**config.mk**
```make
export PLATFORM = sky130hd
export DESIGN_NAME = cht_ctrl
export DESIGN_NICKNAME = d
export VERILOG_FILES = /design/src/rtl/core/cht_pkg.sv /design/src/rtl/core/cht_ctrl.sv
export SDC_FILE = /design/constraint.sdc
export NUM_CORES = 1
export LEC_CHECK = 0
export ABC_AREA = 1
export BUFFER_PORTS_ARGS = -buffer_cell sky130_fd_sc_hd__buf_2
export CAP_MARGIN = 10
export CORE_AREA = 5 5 42 44
export DETAILED_ROUTE_END_ITERATION = 6
export DIE_AREA = 0 0 47 49
export HOLD_SLACK_MARGIN = 0.02
export PLACE_DENSITY_LB_ADDON = 0.25
export SLEW_MARGIN = 25
export SYNTH_ARGS = -nofsm -noshare
export SYNTH_HDL_FRONTEND = slang
export SYNTH_SLANG_ARGS = --single-unit
```
**constraint.sdc**
```tcl
create_clock -name clk -period 1.7 [get_ports clk]
set_clock_uncertainty 0.2 [all_clocks]
set_input_delay 0.085 -clock clk [delete_from_list [all_inputs] [get_ports clk]]
set_output_delay 0.085 -clock clk [all_outputs]
set_load 0.02 [all_outputs]
```
**src/rtl/core/cht_pkg.sv**
```systemverilog
`timescale 1ns / 1ps
// ============================================================================
// cht_pkg
// Shared types, codes and widths of the connection hash table.
// ============================================================================
package cht_pkg;

    localparam int TABLE_SLOTS_DEF = 256;

    localparam int ACT_W   = 3;
    localparam int KEY_W   = 64;
    localparam int HDL_W   = 16;
    localparam int XID_W   = 32;
    localparam int ST_W    = 3;
    localparam int ENTRY_W = KEY_W + HDL_W + XID_W;

    // Action codes.
    localparam logic [ACT_W-1:0] ACT_INSERT     = 3'd0;
    localparam logic [ACT_W-1:0] ACT_REMOVE     = 3'd1;
    localparam logic [ACT_W-1:0] ACT_HDL_BY_KEY = 3'd2;
    localparam logic [ACT_W-1:0] ACT_KEY_BY_HDL = 3'd3;
    localparam logic [ACT_W-1:0] ACT_TAKE_XID   = 3'd4;

    // Status codes.
    localparam logic [ST_W-1:0] ST_INSERTED  = 3'd0;
    localparam logic [ST_W-1:0] ST_DUPLICATE = 3'd1;
    localparam logic [ST_W-1:0] ST_FULL      = 3'd2;
    localparam logic [ST_W-1:0] ST_REMOVED   = 3'd3;
    localparam logic [ST_W-1:0] ST_NOT_FOUND = 3'd4;
    localparam logic [ST_W-1:0] ST_FOUND     = 3'd5;

    typedef enum logic [1:0] {
        MODE_NONE,
        MODE_INS,
        MODE_KEY,
        MODE_HDL
    } scan_mode_t;

    typedef enum logic [2:0] {
        S_CLEAR,
        S_IDLE,
        S_MOD,
        S_SCAN,
        S_UPDATE,
        S_RESP
    } ctrl_state_t;

    typedef struct packed {
        logic load;
        logic mod_step;
        logic scan_start;
        logic scan_step;
        logic upd_we;
        logic clr_we;
        logic out_load;
    } cht_cmd_t;

    typedef struct packed {
        scan_mode_t mode;
        logic       mod_done;
        logic       hit;
        logic       miss;
        logic       upd_need;
        logic       clr_last;
        logic       out_free;
    } cht_stat_t;

endpackage

```
**src/rtl/core/cht_ctrl.sv**
```systemverilog
`timescale 1ns / 1ps
// ============================================================================
// cht_ctrl
// Sequencer of the connection hash table: clearing pass, hashing, probe walk,
// slot update and response hand-off.
// ============================================================================
module cht_ctrl (
    input  logic               clk,
    input  logic               rst_n,
    input  logic               in_valid,
    output logic               in_ready,
    input  cht_pkg::cht_stat_t stat,
    output cht_pkg::cht_cmd_t  cmd
);
    import cht_pkg::*;

    ctrl_state_t state_reg;
    ctrl_state_t state_next;

    always_ff @(posedge clk or negedge rst_n)
    begin
        if (!rst_n)
        begin
            state_reg <= S_CLEAR;
        end
        else
        begin
            state_reg <= state_next;
        end
    end

    always_comb
    begin
        state_next = state_reg;
        case (state_reg)
            S_CLEAR:
            begin
                if (stat.clr_last)
                begin
                    state_next = S_IDLE;
                end
            end
            S_IDLE:
            begin
                if (in_valid)
                begin
                    state_next = S_MOD;
                end
            end
            S_MOD:
            begin
                if (stat.mode == MODE_NONE)
                begin
                    state_next = S_RESP;
                end
                else if (stat.mod_done)
                begin
                    state_next = S_SCAN;
                end
            end
            S_SCAN:
            begin
                if (stat.hit && stat.upd_need)
                begin
                    state_next = S_UPDATE;
                end
                else if (stat.hit || stat.miss)
                begin
                    state_next = S_RESP;
                end
            end
            S_UPDATE:
            begin
                state_next = S_RESP;
            end
            S_RESP:
            begin
                if (stat.out_free)
                begin
                    state_next = S_IDLE;
                end
            end
            default:
            begin
                state_next = S_CLEAR;
            end
        endcase
    end

    always_comb
    begin
        cmd      = '0;
        in_ready = 1'b0;
        case (state_reg)
            S_CLEAR:
            begin
                cmd.clr_we = 1'b1;
            end
            S_IDLE:
            begin
                in_ready = 1'b1;
                cmd.load = in_valid;
            end
            S_MOD:
            begin
                cmd.mod_step   = 1'b1;
                cmd.scan_start = (stat.mode != MODE_NONE) && stat.mod_done;
            end
            S_SCAN:
            begin
                cmd.scan_step = 1'b1;
            end
            S_UPDATE:
            begin
                cmd.upd_we = 1'b1;
            end
            S_RESP:
            begin
                cmd.out_load = stat.out_free;
            end
            default:
            begin
                cmd = '0;
            end
        endcase
    end
endmodule

```
* Word level (Yosys, flattened, before mapping)
Cells that the tools add are included.
W data, S select, Z words.
** Operators by class
- Eq/ne operators :: 10
- Multiplexer cells :: 15
- Reductions and logical operators :: 7
** Operators by type and width (number)
- $mux W3 :: 7
- $pmux W3 S6 :: 1
- $eq A3 B2 Y1 const B :: 2
- $eq A3 B3 Y1 const B :: 2
- $mux W1 :: 6
- $ne A2 B2 Y1 const B :: 3
- $ne A3 B3 Y1 const B :: 2
- $reduce_and A5 Y1 :: 1
- $eq A3 B1 Y1 const B :: 1
- $logic_not A3 Y1 :: 1
- $logic_and A1 B1 Y1 :: 2
- $logic_not A2 Y1 :: 1
- $mux W2 :: 1
- $reduce_bool A2 Y1 :: 1
- $logic_or A1 B1 Y1 :: 1
** Storage, ports and cells
- Register bits :: 3
- Output and inout port bits :: 8
- Word-level logic and storage cells :: 33

* Logic depth before layout (Yosys ltp)
Gate-level depths: netlist of run 1.
- Depth in word-level cells :: 4
- Depth in mapped cells :: 9

* Worst setup path before layout of run 1
No wires, ideal clock.
- Kind :: register to output
- Start point :: register state_reg[2]
- End point :: output cmd[4] (netlist bit)
- Arrival :: 1178 ps
- Path slack :: 237 ps
- Stages on the path, launching flop included :: 7
- Path through :: dfrtp_1 > buf_2 > inv_2 > nand3_2 > inv_1 > nand2_1 > nor2_1
** RTL lines
- start: declaration :: line cht_ctrl.sv:17 : ctrl_state_t state_reg;
- start signal: assignment :: line cht_ctrl.sv:28 : state_reg <= state_next;
- end: declaration :: line cht_ctrl.sv:13 : output cht_pkg::cht_cmd_t cmd

==> results by group, run 1 <==
STA
  – Slew @ Worst Pin: 0.350 ns
  – Final Hold Fails: 0
  – Pins over their slew limit: 0
  – Fmax: 640 MHz
  – Final Cycle Share: 92.0%
  – Slew margin rel.: 76.7%
  – Unrepaired setup endpoints after global routing: false
  – # setup viols final: 0
  – Setup TNS: 0 ns
  – Post-layout min period: 1.56 ns

Placement
  – Routability Congestion: 0.732
  – Hpwl dp: 724 µm
  – I/O Buffers: 18

Worst setup path
  – End of the worst register-to-register path: state_reg[0]$_DFFE_PN0P_
  – CP max stage cell: dfrtp_1
  – Startpoint types: flop
  – Cell chain of the critical path: inv_2, nand3_2, inv_1, nand2_1, nor2_1, buf_2
  – R2R Setup Slk: 0.30 ns
  – Worst Path Required: 1.41 ns
  – Reg2Reg Depth: 7
  – Crit path kind: flop to output port
  – Slowest cell delay on critical path: 0.49 ns
  – Worst setup EP type: output port
  – FF-to-FF Start: state_reg[2]$_DFFE_PN0P_
  – CP startpoint: state_reg[2]$_DFFE_PN0P_
  – Max FO, Critical Path: 8
  – WP data arrival: 1.28 ns
  – CP Capture Point: cmd[4]

Floorplan
  – Die Outline Area: 0.00230 mm²
  – CORE AREA: 0.00140 mm²
  – DIE HEIGHT: 49 µm
  – Starting Density: 22.9%
  – I/O pin cnt: 19
  – Die Wd: 47 µm
  – Row count: 14

Logic synthesis
  – Mapped Cells: 57
  – Synth Warn #: 0
  – Yosys top cell by area: dfrtp_1
  – Cell with the most instances after synthesis: nand2_1
  – Syn Area/Cell: 5.62 µm²
  – Post-synth top flop: dfrtp_1
  – EDFF count, synth: 0
  – Yosys reg bits: 3
  – Ranking of synthesized cells by area: dfrtp_1 23%, nand2_1 20%, inv_1 13%
  – Top-area cell type share of the netlist area: 23.4%
  – Register area share after synthesis: 23.4%
  – Async S/R FF share, synth: 100%
  – Unique masters post-synth: 14
  – Commonest cells in the synthesized netlist: 17 x nand2_1, 11 x inv_1, 7 x nor2_1
  – Netlist Area Pre-Place: 320 µm²
  – Syn nets: 68

Power
  – Worst vdd ir: 0.478 mV
  – Pwr/cell area: 1540 mW/mm²
  – P_leak: 0.312 nW

Global route
  – Largest net degree at the start of global routing: 9
  – Congestion Overflow GR: 0
  – Initial antenna violation count: 0
  – Vias in the first global route: 398
  – Global-route wire length before repair: 1410 µm
  – GRT Total Usage: 8.10%

Clock network
  – Worst-path clk slew: 0.04 ns
  – # clock sinks: 3
  – Clk Latency, worst-skew pair: 0.23 ns
  – Clk buf depth: 2
  – H-tree Lvls: 1
  – CTS Root Cell: clkbuf_4
  – Post_cts resized: 0
  – CTS tree: done
  – Total CTS buffers: 3

Layout
  – Syn-to-layout area delta: 50.4%
  – Final net count: 93
  – Final core occ: 34.4%
  – N_diodes: 0
  – Share of post-route cells with drive strength above 1: 34.6%
  – Max FFs per register: 3

Drt
  – Via count: 397
  – WL final: 881 µm
  – DR vias/cell: 4.09
  – DR iter-0 viols: 2
  – Routed WL per cell: 9.08 µm
  – DRC: 0
  – DR pass1 iterations: 4
  – ANT nets after route: 0

Worst hold path
  – Hold path start: stat[3]
  – Hold Path Class: input port to flop

Status
  – Status: completed

Run
  – Max-Cap Viols: 0
per-layer routing:
metal,global-route usage [%],wire (µm),vias to the layer above
met3,0.369,55,0
met1,10.1,393,164
met2,12.7,432,16
li1,-,-,217
met4,5.53,0,0
met5,0,0,-
cell usage in the layout, fill, tap and decap left out:
cell / n
buf_2: 18
nand2_1: 17
inv_1: 11
nor2_1: 7
nand3_1: 6
nor2_2: 3
clkbuf_4: 3
dlygate4sd3_1: 3
dfrtp_1: 3
inv_2: 2
nand3b_1: 2
nor2_4: 1
nand3_2: 1
nand4_1: 1
o21ai_0: 1
a21oi_1: 1
clkbuf_1: 1
where the power goes:
part	total (mW)	internal [mW]	switching (mW)
combinational	0.463	0.163	0.300
sequential	0.160	0.104	0.0565
clock	0.120	0.0876	0.0325
critical path: cells and delay by family (launching register included):
kind          cells  cell delay (ns)
buf+inv           3             0.35
flops             1             0.49
simple gates      3             0.21
layout make-up:
class                           instances  area, µm²
Sequential cell                         3       75.1
Multi-Input combinational cell         40        191
Tap cell                               16       20.0
Clock buffer                            4       26.3
Fill cell                             171        920
Timing Repair Buffer                   21        120
Inverter                               13       48.8
logic make-up after synthesis:
family          count (synthesis)  share of synthesized area (%)
buf+inv                        14                           16.8
compound gates                  2                           3.12
simple gates                   38                           56.6
flops                           3                           23.4
worst min path at each step:
stage | cells after the start | to
final | 4 | state_reg[1]$_DFFE_PN0P_
after floorplan | 0 | state_reg[0]$_DFFE_PN0P_
after global routing | 4 | state_reg[1]$_DFFE_PN0P_
after detailed placement | 1 | state_reg[0]$_DFFE_PN0P_
after CTS | 4 | state_reg[1]$_DFFE_PN0P_
after global placement | 1 | state_reg[0]$_DFFE_PN0P_
timing repair:
item / in CTS / in global routing
buffers inserted: 0 / 0
hold buffers: 3 / 0
hold endpoints to repair: 4 / 0
per-stage QoR:
step	total power, mW	cells	cell area, µm²	worst slack [ns]	hold slack (ns)
floorplan	0.493	57	320	0.237	-0.411
global route	0.806	97	482	0.0338	0.0516
global placement	0.623	90	425	0.301	-0.316
detailed placement	0.621	90	425	0.318	-0.319
CTS	0.757	97	482	0.119	0.0212
finish	0.743	97	482	0.136	0.0213
Note: power is estimated with default switching activity, not from simulation.
==> run 2, diff against run 1 <==
--- a/config.mk
+++ b/config.mk
@@ -5,7 +5,6 @@
 export SDC_FILE = /design/constraint.sdc
 export NUM_CORES = 1
 export LEC_CHECK = 0
-export ABC_AREA = 1
 export BUFFER_PORTS_ARGS = -buffer_cell sky130_fd_sc_hd__buf_2
 export CAP_MARGIN = 10
 export CORE_AREA = 5 5 42 44
@@ -13,6 +12,7 @@
 export DIE_AREA = 0 0 47 49
 export HOLD_SLACK_MARGIN = 0.02
 export PLACE_DENSITY_LB_ADDON = 0.25
+export SKIP_CTS_REPAIR_TIMING = 1
 export SLEW_MARGIN = 25
 export SYNTH_ARGS = -nofsm -noshare
 export SYNTH_HDL_FRONTEND = slang
==> results by group, run 2 <==
Power
  – P_leak: 0.254 nW (was 0.312 nW)
  – Pwr/cell area: 1530 mW/mm² (was 1540 mW/mm²)
  – Sequential power share: 24.5% (was 21.5%)
  – Power Total: 747 µW (was 743 µW)
  – Int Pwr: 422 µW (was 354 µW)
  – Logic pwr share: 59.1% (was 62.3%)
  – Clock power share: 16.4% (was 16.2%)
  – Worst vdd ir: 0.590 mV (was 0.478 mV)
  – P_sw: 325 µW (was 389 µW)
  – Switching Fraction: 43.5% (was 52.3%)

Drt
  – Routed WL per cell: 9.90 µm (was 9.08 µm)
  – Via count: 339 (was 397)
  – DR vias/cell: 4.29 (was 4.09)
  – WL final: 782 µm (was 881 µm)
  – ANT nets after route: 0 (unchanged)
  – DRC: 0 (unchanged)
  – DR pass1 iterations: 2 (was 4)
  – DR iter-0 viols: 2 (unchanged)

Logic synthesis
  – Post-synthesis mux area share: 8.17% (was 0%)
  – Xor/xnor share of the synthesized area: 0% (unchanged)
  – Yosys reg bits: 3 (unchanged)
  – Commonest cells in the synthesized netlist: 6 x nor2_1, 3 x dfrtp_1, 3 x nand2_1 (was 17 x nand2_1, 11 x inv_1, 7 x nor2_1)
  – Area share of and/or/nand/nor cells after synthesis: 33.7% (was 56.6%)
  – Register area share after synthesis: 28.8% (was 23.4%)
  – Unique masters post-synth: 22 (was 14)
  – Synth Warn #: 0 (unchanged)
  – Adder-Cell Fraction of Synth Area: 0% (unchanged)
  – EDFF count, synth: 0 (unchanged)
  – Syn nets: 44 (was 68)
  – Largest family of logic cells by synthesized area: simple AND/OR/NAND/NOR gates (unchanged)
  – Syn Area/Cell: 7.89 µm² (was 5.62 µm²)
  – Synth Area in Compound Gates: 24.5% (was 3.13%)
  – Ranking of synthesized cells by area: dfrtp_1 29%, nor2_1 8.7%, nor3b_2 4.8% (was dfrtp_1 23%, nand2_1 20%, inv_1 13%)
  – Yosys top cell by area: dfrtp_1 (unchanged)
  – Post-synth top flop: dfrtp_1 (unchanged)
  – Async S/R FF share, synth: 100% (unchanged)
  – Mapped Cells: 33 (was 57)
  – Netlist Area Pre-Place: 260 µm² (was 320 µm²)
  – Cell with the most instances after synthesis: nor2_1 (was nand2_1)
  – Top-area cell type share of the netlist area: 28.8% (was 23.4%)

Placement
  – Hpwl dp: 614 µm (was 724 µm)
  – Routability Congestion: 0.686 (was 0.732)
  – I/O Buffers: 18 (unchanged)

Clock network
  – Worst-path clk slew: 0.04 ns (about the same)
  – # clock sinks: 3 (unchanged)
  – CTS Root Cell: clkbuf_4 (unchanged)
  – Total CTS buffers: 3 (unchanged)
  – H-tree Lvls: 1 (unchanged)
  – Clk buf depth: 2 (unchanged)
  – Clk Latency, worst-skew pair: 0.23 ns (about the same)
  – CTS tree: done (unchanged)

Worst hold path
  – Hold path start: stat[0] (was stat[3])
  – Hold Crit Depth: 3 (was 4)
  – Hold Path Class: input port to flop (unchanged)
  – Hold EP: state_reg[2]$_DFFE_PN0P_ (was state_reg[1]$_DFFE_PN0P_)

STA
  – Pins over their slew limit: 0 (unchanged)
  – Post-layout min period: 1.60 ns (was 1.56 ns)
  – Hold slack: 0.0528 ns (was 0.0213 ns)
  – Unrepaired setup endpoints after global routing: false (unchanged)
  – Final Cycle Share: 93.9% (was 92.0%)
  – Fmax: 626 MHz (was 640 MHz)
  – Slew margin rel.: 86.1% (was 76.7%)
  – Slew @ Worst Pin: 0.208 ns (was 0.350 ns)
  – # setup viols final: 0 (unchanged)
  – Final Hold Fails: 0 (unchanged)

Status
  – Status: completed (unchanged)

Layout
  – Final net count: 75 (was 93)
  – Syn-to-layout area delta: 87.0% (was 50.4%)
  – Most common cell after layout, fill and taps aside: buf_2 (unchanged)
  – Commonest non-fill, non-tap cells in the layout: 18 x buf_2, 6 x nor2_1, 5 x dlygate4sd3_1 (was 18 x buf_2, 17 x nand2_1, 11 x inv_1)
  – N_diodes: 0 (unchanged)
  – Share of post-route cells with drive strength above 1: 52.4% (was 34.6%)
  – Max FFs per register: 3 (unchanged)

Worst setup path
  – R2R Setup Slk: 0.10 ns (was 0.30 ns)
  – Worst setup EP type: flop (was output port)
  – Worst Path Required: 1.60 ns (was 1.41 ns)
  – End of the worst register-to-register path: state_reg[0]$_DFFE_PN0P_ (unchanged)
  – Max FO, Critical Path: 7 (was 8)
  – Reg2Reg Depth: 4 (was 7)
  – CP startpoint: state_reg[0]$_DFFE_PN0P_ (was state_reg[2]$_DFFE_PN0P_)
  – WP data arrival: 1.50 ns (was 1.28 ns)
  – Crit path kind: flop to flop (was flop to output port)
  – Startpoint types: flop (unchanged)
  – FF-to-FF Start: state_reg[0]$_DFFE_PN0P_ (was state_reg[2]$_DFFE_PN0P_)

Floorplan
  – CORE AREA: 0.00140 mm² (unchanged)
  – Starting Density: 18.6% (was 22.9%)
  – DIE HEIGHT: 49 µm (unchanged)
  – Die Wd: 47 µm (unchanged)
  – Row count: 14 (unchanged)
  – I/O pin cnt: 19 (unchanged)
  – Die Outline Area: 0.00230 mm² (unchanged)

Run
  – Max-Cap Viols: 0 (unchanged)

Global route
  – Largest net degree at the start of global routing: 11 (was 9)
  – GRT Total Usage: 7.55% (was 8.10%)
  – Global-route wire length before repair: 1300 µm (was 1410 µm)
  – Congestion Overflow GR: 0 (unchanged)
  – Vias in the first global route: 348 (was 398)
  – Initial antenna violation count: 0 (unchanged)
## run 2: worst max-delay path, cell delays in order, from the launching register on
cell and delay [ns]:
dfrtp_2 0.46, nor3b_4 0.22, o21ai_2 0.10, o211ai_2 0.15, mux2_1 0.34
## run 2: cells by family (layout without fill, tap and decap cells)
logic type,after synthesis,count (layout)
flip-flops,3,3
buffers and inverters,3,33
AO/OA/AOI/OAI,8,8
AND/OR/NAND/NOR,17,17
multiplexers,2,2
## run 2: stage by stage
step           std cells  setup WS (ns)  cell area (µm²)  setup TNS (ns)  utilization (%)
6_report              79          0.104              487               0             34.7
5_1_grt               79        0.00203              487               0             34.7
4_1_cts               72         0.0441              418               0             29.8
3_5_place_dp          68         0.0498              392               0             27.9
3_3_place_gp          68         0.0802              392               0             27.9
2_1_floorplan         33        -0.0117              272         -0.0117                -
## run 2: layer usage
metal  global-route usage (%)  part of all wire [%]  vias up
met1                     7.96                    36      157
met3                     1.11                   2.6        0
met2                     12.7                    61        3
li1                         -                     -      179
met4                     5.53                     0        0
met5                        0                     0        -
## run 2: layout make-up
type	count	area, µm²
Fill cell	160	915
Multi-Input combinational cell	27	184
Timing Repair Buffer	27	170
Sequential cell	3	78.8
Clock buffer	4	26.3
Tap cell	16	20.0
Inverter	2	7.51
## run 2: how the worst max path moves through the flow
stage	endpoint	slack [ns]	cells after the start
2_1_floorplan	state_reg[0]$_DFFE_PN0P_	-0.01	4
3_3_place_gp	state_reg[0]$_DFFE_PN0P_	0.08	4
3_5_place_dp	state_reg[0]$_DFFE_PN0P_	0.05	4
4_1_cts	state_reg[0]$_DFFE_PN0P_	0.04	4
5_1_grt	state_reg[0]$_DFFE_PN0P_	0.002	4
6_report	state_reg[0]$_DFFE_PN0P_	0.10	4
## run 2: power groups by stage
stage | clock (mW) | sequential [mW] | combinational, mW
2_1_floorplan | 0 | 0.153 | 0.299
3_3_place_gp | 0 | 0.180 | 0.397
3_5_place_dp | 0 | 0.181 | 0.398
6_report | 0.123 | 0.183 | 0.442
5_1_grt | 0.135 | 0.190 | 0.496
4_1_cts | 0.132 | 0.180 | 0.398
